==> src/hw/rtl/scr_pkg.sv <==
// ============================================================================
// scr_pkg
// Shared types, constants and palette lookup for the square-root colour ramp.
// ============================================================================
package scr_pkg;

    localparam int STOP_IDX_W = 4;
    localparam int SQRT_STEPS_PER_STAGE = 2;

    typedef enum logic [2:0] {
        STOP_BLUE,
        STOP_CYAN,
        STOP_GREEN,
        STOP_YELLOW,
        STOP_ORANGE,
        STOP_RED
    } stop_color_t;

    typedef struct packed {
        logic valid;
        logic black;
    } scr_tag_t;

    // stops past the sixth repeat red
    function automatic stop_color_t stop_color(input logic [STOP_IDX_W-1:0] idx);
        stop_color_t c;
        unique case (idx)
            4'd0:    c = STOP_BLUE;
            4'd1:    c = STOP_CYAN;
            4'd2:    c = STOP_GREEN;
            4'd3:    c = STOP_YELLOW;
            4'd4:    c = STOP_ORANGE;
            default: c = STOP_RED;
        endcase
        return c;
    endfunction

endpackage

==> src/hw/rtl/scr_if.sv <==
// ============================================================================
// scr_if
// Valid/ready channels for intensity input and RGB output.
// ============================================================================
interface scr_level_if #(
    parameter int LEVEL_W = 17
);
    logic               valid;
    logic               ready;
    logic [LEVEL_W-1:0] level;

    modport source (output valid, output level, input ready);
    modport sink   (input valid, input level, output ready);
endinterface

interface scr_rgb_if #(
    parameter int CHANNEL_BITS = 8
);
    logic                    valid;
    logic                    ready;
    logic [CHANNEL_BITS-1:0] red;
    logic [CHANNEL_BITS-1:0] green;
    logic [CHANNEL_BITS-1:0] blue;

    modport source (output valid, output red, output green, output blue, input ready);
    modport sink   (input valid, input red, input green, input blue, output ready);
endinterface

==> src/hw/rtl/sqrt_scaled_color_ramp.sv <==
// ============================================================================
// sqrt_scaled_color_ramp
// Intensity to RGB colour ramp through a square-root scaled palette.
// ============================================================================
// Channels: intensity (sink) carries level, unsigned Q1.FRAC_BITS where
// 2^FRAC_BITS is 1.0; levels above 1.0 saturate. color (source) carries
// red, green and blue of CHANNEL_BITS each. A transfer happens on a rising
// edge with valid and ready both high.
// Level zero maps to black. Otherwise the root of the level, scaled by
// NUM_STOPS-1 segments, blends two adjacent stops of the palette
// blue, cyan, green, yellow, orange, red.
// Stages in order: one input register, the square-root pipeline at two root
// bits per stage, then segment select, multiply and round/output stages.
// Throughput: one transfer per cycle while color is not stalled.
// Every stage holds its own valid bit; a stage takes new data whenever it is
// empty or its successor moves, so bubbles close up and intensity.ready stays
// high while color is stalled until the pipeline is full. Nothing is dropped
// or repeated under back-pressure.
// Reset clears all valid bits, so intensity.ready is already high at release.
// ============================================================================
module sqrt_scaled_color_ramp
    import scr_pkg::*;
#(
    parameter int NUM_STOPS    = 6,
    parameter int FRAC_BITS    = 16,
    parameter int CHANNEL_BITS = 8
)
(
    input  logic      clk,
    input  logic      rst_n,
    scr_level_if.sink intensity,
    scr_rgb_if.source color
);

    scr_tag_t           root_tag;
    logic [FRAC_BITS:0] root;
    logic               root_ready;

    scr_sqrt #(
        .FRAC_BITS (FRAC_BITS)
    ) u_sqrt (
        .clk         (clk),
        .rst_n       (rst_n),
        .level_valid (intensity.valid),
        .level       (intensity.level),
        .level_ready (intensity.ready),
        .root_tag    (root_tag),
        .root        (root),
        .root_ready  (root_ready)
    );

    scr_blend #(
        .NUM_STOPS    (NUM_STOPS),
        .FRAC_BITS    (FRAC_BITS),
        .CHANNEL_BITS (CHANNEL_BITS)
    ) u_blend (
        .clk        (clk),
        .rst_n      (rst_n),
        .root_tag   (root_tag),
        .root       (root),
        .root_ready (root_ready),
        .rgb_valid  (color.valid),
        .red        (color.red),
        .green      (color.green),
        .blue       (color.blue),
        .rgb_ready  (color.ready)
    );

    // input only back-pressured when the output itself is stalled
    a_stall_source: assert property (@(posedge clk) disable iff (!rst_n)
        !intensity.ready |-> color.valid && !color.ready)
        else $error("input stalled without output back-pressure");

endmodule

==> src/hw/rtl/scr_sqrt.sv <==
// ============================================================================
// scr_sqrt
// Pipelined digit-by-digit integer square root of the saturated level,
// two root bits per stage.
// ============================================================================
module scr_sqrt
    import scr_pkg::*;
#(
    parameter int FRAC_BITS = 16
)
(
    input  logic               clk,
    input  logic               rst_n,
    input  logic               level_valid,
    input  logic [FRAC_BITS:0] level,
    output logic               level_ready,
    output scr_tag_t           root_tag,
    output logic [FRAC_BITS:0] root,
    input  logic               root_ready
);

    localparam int ROOT_BITS = FRAC_BITS + 1;
    localparam int REM_W     = ROOT_BITS + 2;
    localparam int X_W       = 2 * ROOT_BITS;
    localparam int NSTAGES   = (ROOT_BITS + SQRT_STEPS_PER_STAGE - 1) / SQRT_STEPS_PER_STAGE;

    logic                 v_reg     [NSTAGES+1];
    logic                 black_reg [NSTAGES+1];
    logic [X_W-1:0]       x_reg     [NSTAGES+1];
    logic [REM_W-1:0]     rem_reg   [NSTAGES+1];
    logic [ROOT_BITS-1:0] root_reg  [NSTAGES+1];
    logic [NSTAGES+1:0]   adv;
    logic [ROOT_BITS-1:0] level_sat;

    assign adv[NSTAGES+1] = root_ready;
    assign level_ready    = adv[0];

    // saturate anything above 1.0
    assign level_sat = level[FRAC_BITS] ? {1'b1, {FRAC_BITS{1'b0}}} : level;

    always_ff @(posedge clk or negedge rst_n)
    begin
        if (!rst_n)
        begin
            v_reg[0] <= 1'b0;
        end
        else if (adv[0])
        begin
            v_reg[0] <= level_valid;
        end
    end

    always_ff @(posedge clk)
    begin
        if (adv[0])
        begin
            black_reg[0] <= (level == '0);
            x_reg[0]     <= {1'b0, level_sat, {FRAC_BITS{1'b0}}};
            rem_reg[0]   <= '0;
            root_reg[0]  <= '0;
        end
    end

    for (genvar s = 0; s <= NSTAGES; s++)
    begin : g_adv
        assign adv[s] = !v_reg[s] || adv[s+1];
    end

    for (genvar s = 0; s < NSTAGES; s++)
    begin : g_stage
        logic [X_W-1:0]       x_c;
        logic [REM_W-1:0]     rem_c;
        logic [ROOT_BITS-1:0] root_c;

        always_comb
        begin
            logic [REM_W-1:0] cand;
            logic [REM_W-1:0] trial;
            cand   = '0;
            trial  = '0;
            x_c    = x_reg[s];
            rem_c  = rem_reg[s];
            root_c = root_reg[s];
            for (int k = 0; k < SQRT_STEPS_PER_STAGE; k++)
            begin
                if (s * SQRT_STEPS_PER_STAGE + k < ROOT_BITS)
                begin
                    cand  = {rem_c[REM_W-3:0], x_c[X_W-1 -: 2]};
                    trial = {root_c, 2'b01};
                    if (cand >= trial)
                    begin
                        rem_c  = cand - trial;
                        root_c = {root_c[ROOT_BITS-2:0], 1'b1};
                    end
                    else
                    begin
                        rem_c  = cand;
                        root_c = {root_c[ROOT_BITS-2:0], 1'b0};
                    end
                    x_c = {x_c[X_W-3:0], 2'b00};
                end
            end
        end

        always_ff @(posedge clk or negedge rst_n)
        begin
            if (!rst_n)
            begin
                v_reg[s+1] <= 1'b0;
            end
            else if (adv[s+1])
            begin
                v_reg[s+1] <= v_reg[s];
            end
        end

        always_ff @(posedge clk)
        begin
            if (adv[s+1])
            begin
                black_reg[s+1] <= black_reg[s];
                x_reg[s+1]     <= x_c;
                rem_reg[s+1]   <= rem_c;
                root_reg[s+1]  <= root_c;
            end
        end
    end

    assign root_tag = '{valid: v_reg[NSTAGES], black: black_reg[NSTAGES]};
    assign root     = root_reg[NSTAGES];

    // all radicand digits consumed by the last stage
    a_radicand_consumed: assert property (@(posedge clk) disable iff (!rst_n)
        v_reg[NSTAGES] |-> x_reg[NSTAGES] == '0)
        else $error("radicand not fully consumed");

    a_rem_bound: assert property (@(posedge clk) disable iff (!rst_n)
        v_reg[NSTAGES] |-> rem_reg[NSTAGES] <= REM_W'({root_reg[NSTAGES], 1'b0}))
        else $error("square root remainder out of range");

    a_root_bound: assert property (@(posedge clk) disable iff (!rst_n)
        v_reg[NSTAGES] |-> root_reg[NSTAGES] <= {1'b1, {FRAC_BITS{1'b0}}})
        else $error("square root above one");

endmodule

==> src/hw/rtl/scr_blend.sv <==
// ============================================================================
// scr_blend
// Segment select, palette lookup and per-channel linear interpolation,
// three register stages.
// ============================================================================
module scr_blend
    import scr_pkg::*;
#(
    parameter int NUM_STOPS    = 6,
    parameter int FRAC_BITS    = 16,
    parameter int CHANNEL_BITS = 8
)
(
    input  logic                    clk,
    input  logic                    rst_n,
    input  scr_tag_t                root_tag,
    input  logic [FRAC_BITS:0]      root,
    output logic                    root_ready,
    output logic                    rgb_valid,
    output logic [CHANNEL_BITS-1:0] red,
    output logic [CHANNEL_BITS-1:0] green,
    output logic [CHANNEL_BITS-1:0] blue,
    input  logic                    rgb_ready
);

    localparam int ROOT_BITS = FRAC_BITS + 1;
    localparam int NSEG      = NUM_STOPS - 1;
    localparam int SEG_W     = $clog2(NUM_STOPS);
    localparam int P_W       = ROOT_BITS + SEG_W;
    localparam int PROD_W    = ROOT_BITS + CHANNEL_BITS + 2;
    localparam int CH_MAX    = (1 << CHANNEL_BITS) - 1;
    localparam int CH_FIFTH  = (CH_MAX * 2 + 5) / 10;
    localparam int CH_HALF   = (CH_MAX + 1) / 2;
    localparam int ROUND     = 1 << (FRAC_BITS - 1);
    localparam int CH_R      = 0;
    localparam int CH_G      = 1;
    localparam int CH_B      = 2;

    typedef logic [2:0][CHANNEL_BITS-1:0] rgb_t;

    function automatic rgb_t stop_rgb(input stop_color_t c);
        rgb_t v;
        v = '0;
        unique case (c)
            STOP_BLUE:
            begin
                v[CH_G] = CHANNEL_BITS'(CH_FIFTH);
                v[CH_B] = CHANNEL_BITS'(CH_MAX);
            end
            STOP_CYAN:
            begin
                v[CH_G] = CHANNEL_BITS'(CH_MAX);
                v[CH_B] = CHANNEL_BITS'(CH_MAX);
            end
            STOP_GREEN:
            begin
                v[CH_G] = CHANNEL_BITS'(CH_MAX);
            end
            STOP_YELLOW:
            begin
                v[CH_R] = CHANNEL_BITS'(CH_MAX);
                v[CH_G] = CHANNEL_BITS'(CH_MAX);
            end
            STOP_ORANGE:
            begin
                v[CH_R] = CHANNEL_BITS'(CH_MAX);
                v[CH_G] = CHANNEL_BITS'(CH_HALF);
            end
            default:
            begin
                v[CH_R] = CHANNEL_BITS'(CH_MAX);
            end
        endcase
        return v;
    endfunction

    logic adv_a;
    logic adv_b;
    logic adv_c;

    // stage A: position, segment and fraction
    logic                 a_v_reg;
    logic                 a_black_reg;
    logic [SEG_W-1:0]     seg_a_reg;
    logic [ROOT_BITS-1:0] u_a_reg;
    logic [P_W-1:0]       pos;
    logic [P_W-FRAC_BITS-1:0] seg_raw;
    logic [SEG_W-1:0]     seg_next;
    logic [ROOT_BITS-1:0] u_next;

    // stage B: products
    logic                     b_v_reg;
    logic                     b_black_reg;
    rgb_t                     base_reg;
    logic signed [PROD_W-1:0] prod_reg [3];
    rgb_t                     lo_rgb;
    rgb_t                     hi_rgb;
    logic signed [PROD_W-1:0] prod_next [3];

    // stage C: output register
    logic c_v_reg;
    rgb_t out_reg;
    rgb_t out_next;

    assign adv_c      = !c_v_reg || rgb_ready;
    assign adv_b      = !b_v_reg || adv_c;
    assign adv_a      = !a_v_reg || adv_b;
    assign root_ready = adv_a;

    always_comb
    begin
        pos     = P_W'(root) * P_W'(NSEG);
        seg_raw = pos[P_W-1:FRAC_BITS];
        if (seg_raw >= (P_W-FRAC_BITS)'(NSEG))
        begin
            seg_next = SEG_W'(NSEG - 1);
            u_next   = {1'b1, {FRAC_BITS{1'b0}}};
        end
        else
        begin
            seg_next = seg_raw[SEG_W-1:0];
            u_next   = {1'b0, pos[FRAC_BITS-1:0]};
        end
    end

    always_comb
    begin
        lo_rgb = stop_rgb(stop_color(STOP_IDX_W'(seg_a_reg)));
        hi_rgb = stop_rgb(stop_color(STOP_IDX_W'(SEG_W'(seg_a_reg + 1'b1))));
        for (int i = 0; i < 3; i++)
        begin
            prod_next[i] = PROD_W'($signed({1'b0, u_a_reg}))
                         * PROD_W'($signed({1'b0, hi_rgb[i]}) - $signed({1'b0, lo_rgb[i]}));
        end
    end

    always_comb
    begin
        logic signed [PROD_W-1:0] sum;
        sum = '0;
        for (int i = 0; i < 3; i++)
        begin
            sum         = prod_reg[i] + PROD_W'(ROUND);
            out_next[i] = base_reg[i] + CHANNEL_BITS'(sum >>> FRAC_BITS);
        end
    end

    always_ff @(posedge clk or negedge rst_n)
    begin
        if (!rst_n)
        begin
            a_v_reg <= 1'b0;
            b_v_reg <= 1'b0;
            c_v_reg <= 1'b0;
        end
        else
        begin
            if (adv_a)
            begin
                a_v_reg <= root_tag.valid;
            end
            if (adv_b)
            begin
                b_v_reg <= a_v_reg;
            end
            if (adv_c)
            begin
                c_v_reg <= b_v_reg;
            end
        end
    end

    always_ff @(posedge clk)
    begin
        if (adv_a)
        begin
            a_black_reg <= root_tag.black;
            seg_a_reg   <= seg_next;
            u_a_reg     <= u_next;
        end
        if (adv_b)
        begin
            b_black_reg <= a_black_reg;
            base_reg    <= lo_rgb;
            prod_reg    <= prod_next;
        end
        if (adv_c)
        begin
            out_reg <= b_black_reg ? '0 : out_next;
        end
    end

    assign rgb_valid = c_v_reg;
    assign red       = out_reg[CH_R];
    assign green     = out_reg[CH_G];
    assign blue      = out_reg[CH_B];

    // full fraction only on the clamped last segment
    a_clamp_last_seg: assert property (@(posedge clk) disable iff (!rst_n)
        a_v_reg && u_a_reg[FRAC_BITS] |->
            u_a_reg[FRAC_BITS-1:0] == '0 && seg_a_reg == SEG_W'(NSEG - 1))
        else $error("fraction of one outside last segment");

endmodule
==> src/flat_wrapper.sv <==
// flat-port wrapper written by rule: the top's interface ports become plain ports
module sqrt_scaled_color_ramp_flat import scr_pkg::*;
#(
    parameter int NUM_STOPS    = 6,
    parameter int FRAC_BITS    = 16,
    parameter int CHANNEL_BITS = 8
)
  (clk, rst_n, intensity_valid, intensity_level, intensity_ready, color_valid, color_red, color_green, color_blue, color_ready);
  scr_level_if intensity_i ();
  scr_rgb_if #(.CHANNEL_BITS(CHANNEL_BITS)) color_i ();
  input  logic clk;
  input  logic rst_n;
  input wire logic [$bits(intensity_i.valid)-1:0] intensity_valid;
  input wire logic [$bits(intensity_i.level)-1:0] intensity_level;
  output wire logic [$bits(intensity_i.ready)-1:0] intensity_ready;
  output wire logic [$bits(color_i.valid)-1:0] color_valid;
  output wire logic [$bits(color_i.red)-1:0] color_red;
  output wire logic [$bits(color_i.green)-1:0] color_green;
  output wire logic [$bits(color_i.blue)-1:0] color_blue;
  input wire logic [$bits(color_i.ready)-1:0] color_ready;
  assign intensity_i.valid = intensity_valid;
  assign intensity_i.level = intensity_level;
  assign intensity_ready = intensity_i.ready;
  assign color_valid = color_i.valid;
  assign color_red = color_i.red;
  assign color_green = color_i.green;
  assign color_blue = color_i.blue;
  assign color_i.ready = color_ready;
  sqrt_scaled_color_ramp #(.NUM_STOPS(NUM_STOPS), .FRAC_BITS(FRAC_BITS), .CHANNEL_BITS(CHANNEL_BITS)) u_core (.clk(clk), .rst_n(rst_n), .intensity(intensity_i), .color(color_i));
endmodule
==> config.mk <==
export PLATFORM = sky130hd
export DESIGN_NAME = sqrt_scaled_color_ramp_flat
export DESIGN_NICKNAME = d
export VERILOG_FILES = /design/src/hw/rtl/scr_pkg.sv /design/src/hw/rtl/scr_if.sv /design/src/hw/rtl/sqrt_scaled_color_ramp.sv /design/src/hw/rtl/scr_sqrt.sv /design/src/hw/rtl/scr_blend.sv /design/src/flat_wrapper.sv
export SDC_FILE = /design/constraint.sdc
export NUM_CORES = 2
export LEC_CHECK = 0
export ABC_AREA = 1
export BUFFER_PORTS_ARGS = -buffer_cell sky130_fd_sc_hd__buf_2
export CAP_MARGIN = 30
export CORE_MARGIN = 2
export CORE_UTILIZATION = 60
export DETAILED_ROUTE_END_ITERATION = 8
export PLACE_DENSITY = 0.76
export SYNTH_ARGS = -nofsm -noshare
export SYNTH_HDL_FRONTEND = slang
export SYNTH_SLANG_ARGS = --single-unit
==> constraint.sdc <==
create_clock -name clk -period 11.4 [get_ports clk]
set_clock_uncertainty 0.15 [all_clocks]
set_input_delay 1.14 -clock clk [delete_from_list [all_inputs] [get_ports clk]]
set_output_delay 1.14 -clock clk [all_outputs]
set_load 0.01 [all_outputs]
==> results.md <==
* Outcome: finished, final reports clean
* Ant. Diodes at 0
* Synth top cells by count: nand2_1, inv_1, ha_1
* Synth warn at 0
* R2r endpoint: u_core.u_blend.prod_reg[76]$_DFFE_PP_
* Router iterations before antenna repair at 5
* Post-synthesis cell type count at 63
* H-Tree Depth at 2
* Final setup viols at 0
* CTS tree: yes
* Clock slew at reported path FFs at 0.06 ns
* Largest net degree at the start of global routing at 36
* Max incr delay on CP at between 0.8 and 0.9 ns
* Critical path type: reg -> reg
* Root buffer cell: clkbuf_16
* Post-CTS Setup Inserts at 0
* Synth Area per Inst at roughly 8.7 µm²
* Total gr overflow at 0
* RSZ-0062 raised after global routing: no
* Reg2reg start: u_core.u_blend.seg_a_reg[2]$_SDFFCE_PP1P_
* Slowest CP cell: ha_1
* Routed WL at 79600 µm
* WL/cell at 15.8 µm
* Area grow syn2layout at 6.37%
* Cell count after placement at ~5000
* Max-cap viol count at 0
* Detail Placement HPWL at between 60000 and 70000 µm
* Io pins at 47
* GRT Total Usage at 0.260
* Achievable Freq at about 130 MHz
* Slew HR at 0.304
* Post-Synthesis Cells at between 4000 and 5000
* Ys flop type: edfxtp_1
* Placed inst area at about 37000 µm²
* Layout cell share with drive strength beyond 1 at 0.0610
* Number of synthesized register bits at 359
* Via/cell ratio at 5.48
* Slew Viols, Final at 0
* Total negative setup slack at 0 ns
* Biggest area consumer among synthesized cells: edfxtp_1
* Reg2reg setup slack at 3.68 ns
* Core Region at 60200 µm²
* # resized after CTS at 0
* CP endpoint kind: register
* Hold Path Class: reg -> reg
* Initial Util at 0.605
* CP Launch Type: register
* Worst slew pin tran at 1.04 ns
* Initial antenna violation count at 1
* Crit path time final at 7.72 ns
* # rows at 90
* Register area share after synthesis at 0.294
* Vias in the first global route at 27665
* Die X-Extent at 251 µm
* Most frequent cell after synthesis: nand2_1
* Synth top area cells: edfxtp_1, fa_1, ha_1, nand2_1, inv_1
* Die Ht at between 200 and 300 µm
* DRT antenna net count at 0
* Critical Path Sink: u_core.u_blend.prod_reg[76]$_DFFE_PP_
* Worst Setup SP: u_core.u_blend.seg_a_reg[2]$_SDFFCE_PP1P_
* Worst-Skew Late Latency at 0.60 ns
* Final worst-path cycle share at 0.677
* TritonCTS Sinks at 359
* PortBufs at 46
* CTS Buf Count at 43
* Nets at between 4000 and 5000
* Largest fanout on the critical path at 31
* First-pass GRT wire length at approximately 130000 µm
* Cells on worst reg2reg path at 29
* Placer Congestion at 0.924
* Starting DRC count in detailed routing at 1905
* Worst Path Arrival at around 7.9 ns
* CTS Hold Bufs at 0
* Syn Std Cell Area at 36500 µm²
* Die area at 62800 µm²
* Final instance area at 38800 µm²
* Ys async rst share at 0.0362
* Largest register FFs at 120
* DRC at 0
* Syn Nets at ~4900
* Share of the synthesized area in the top cell type at 0.285
* Via count at 27639
* Post-synth EDFFs at 346
* Clk buf depth at 3
* Final Hold Vio Count at 0
* Post-route non-filler standard cell count at approximately 5000
* WP data required at approximately 12 ns
[per-layer routing]
layer	track usage	share of wire	up-vias
met5	0	0.00014	-
met4	0.0929	0.035	2
met3	0.0317	0.053	182
met2	0.446	0.48	775
met1	0.341	0.43	13127
li1	-	-	13553
[cells in the final DEF, fill, tap and decap left out, types with 5 or more instances in the layout]
master / netlist / final
ha_1: 363 / 363
nand3_2: 7 / 7
nand3_1: 181 / 181
xnor2_1: 69 / 69
o211ai_1: 7 / 7
fa_1: 325 / 325
clkinv_2: 0 / 7
nor4_1: 6 / 6
nand4_1: 50 / 50
clkbuf_16: 0 / 43
nand2_2: 26 / 26
o2111ai_1: 6 / 6
a21boi_0: 7 / 7
a21oi_1: 207 / 207
nor2_2: 28 / 28
edfxtp_1: 346 / 346
o21ai_2: 14 / 14
nor3_1: 30 / 30
or2_2: 14 / 14
nor3b_1: 9 / 9
o21bai_1: 22 / 22
a31oi_1: 5 / 5
buf_4: 3 / 8
nand3b_1: 11 / 11
nand2_1: 885 / 885
buf_2: 11 / 46
o21ai_1: 23 / 23
o21a_1: 9 / 9
a21o_1: 15 / 15
nor2_4: 6 / 6
dfrtp_1: 13 / 13
inv_2: 18 / 18
inv_1: 748 / 748
xor2_1: 128 / 128
clkbuf_1: 40 / 8
nor2_1: 356 / 356
o21ai_0: 141 / 141
a21oi_2: 8 / 8
clkinv_1: 2 / 10
[worst min path at each step]
stage | startpoint | endpoint | slack, ns | depth (start not counted)
2_1_floorplan | u_core.u_sqrt.black_reg[9]$_DFFE_PP_ | u_core.u_blend.a_black_reg$_DFFE_PP_ | 0.25 | 0
3_3_place_gp | u_core.u_sqrt.black_reg[1]$_DFFE_PP_ | u_core.u_sqrt.black_reg[2]$_DFFE_PP_ | 0.25 | 0
3_5_place_dp | u_core.u_sqrt.black_reg[6]$_DFFE_PP_ | u_core.u_sqrt.black_reg[7]$_DFFE_PP_ | 0.25 | 0
4_1_cts | u_core.u_sqrt.black_reg[6]$_DFFE_PP_ | u_core.u_sqrt.black_reg[7]$_DFFE_PP_ | 0.27 | 0
5_1_grt | u_core.u_sqrt.x_reg[0][24]$_SDFFCE_PP0P_ | u_core.u_sqrt.x_reg[1][28]$_DFFE_PP_ | 0.27 | 0
6_report | u_core.u_sqrt.x_reg[2][24]$_DFFE_PP_ | u_core.u_sqrt.x_reg[3][28]$_DFFE_PP_ | 0.27 | 0
[critical path, delay by kind of cell, from the launching register on]
family | cells | cell delay [ns]
fa+ha+maj | 8 | 4.13
compound gates | 6 | 1.24
simple gates | 9 | 0.97
buf+inv | 6 | 0.50
flops | 1 | 0.48
[metrics by stage]
step	setup WS (ns)	util	hold WS, ns
floorplan	3.80	-	0.250
global placement	3.91	0.621	0.252
detailed placement	3.75	0.621	0.255
CTS	3.74	0.644	0.268
global route	3.25	0.644	0.275
finish	3.68	0.644	0.267
[kinds of logic (layout without fill, tap and decap cells)]
kind of cell,Yosys count,count (layout),share of synthesized area
and+or+nand+nor,1630,1630,0.192
buffers and inverters,839,908,0.0891
DFF,359,359,0.294
xor gates and xnor gates,198,198,0.0478
AOI/OAI and AO/OA,480,480,0.0746
adders and majority gates,688,688,0.303
[area by class of cell]
cell class / count / area (µm²)
multi-input combinational: 2996 / 22500
fill: 4852 / 21400
sequential: 359 / 10700
inverter: 772 / 2910
clock buffer: 51 / 1110
tap: 782 / 978
timing repair buffer: 56 / 345
clock inverter: 29 / 235
Power is left out: the tool's default activity adds up to more than one toggle a clock period on the data nets, which glitch-free logic cannot reach.
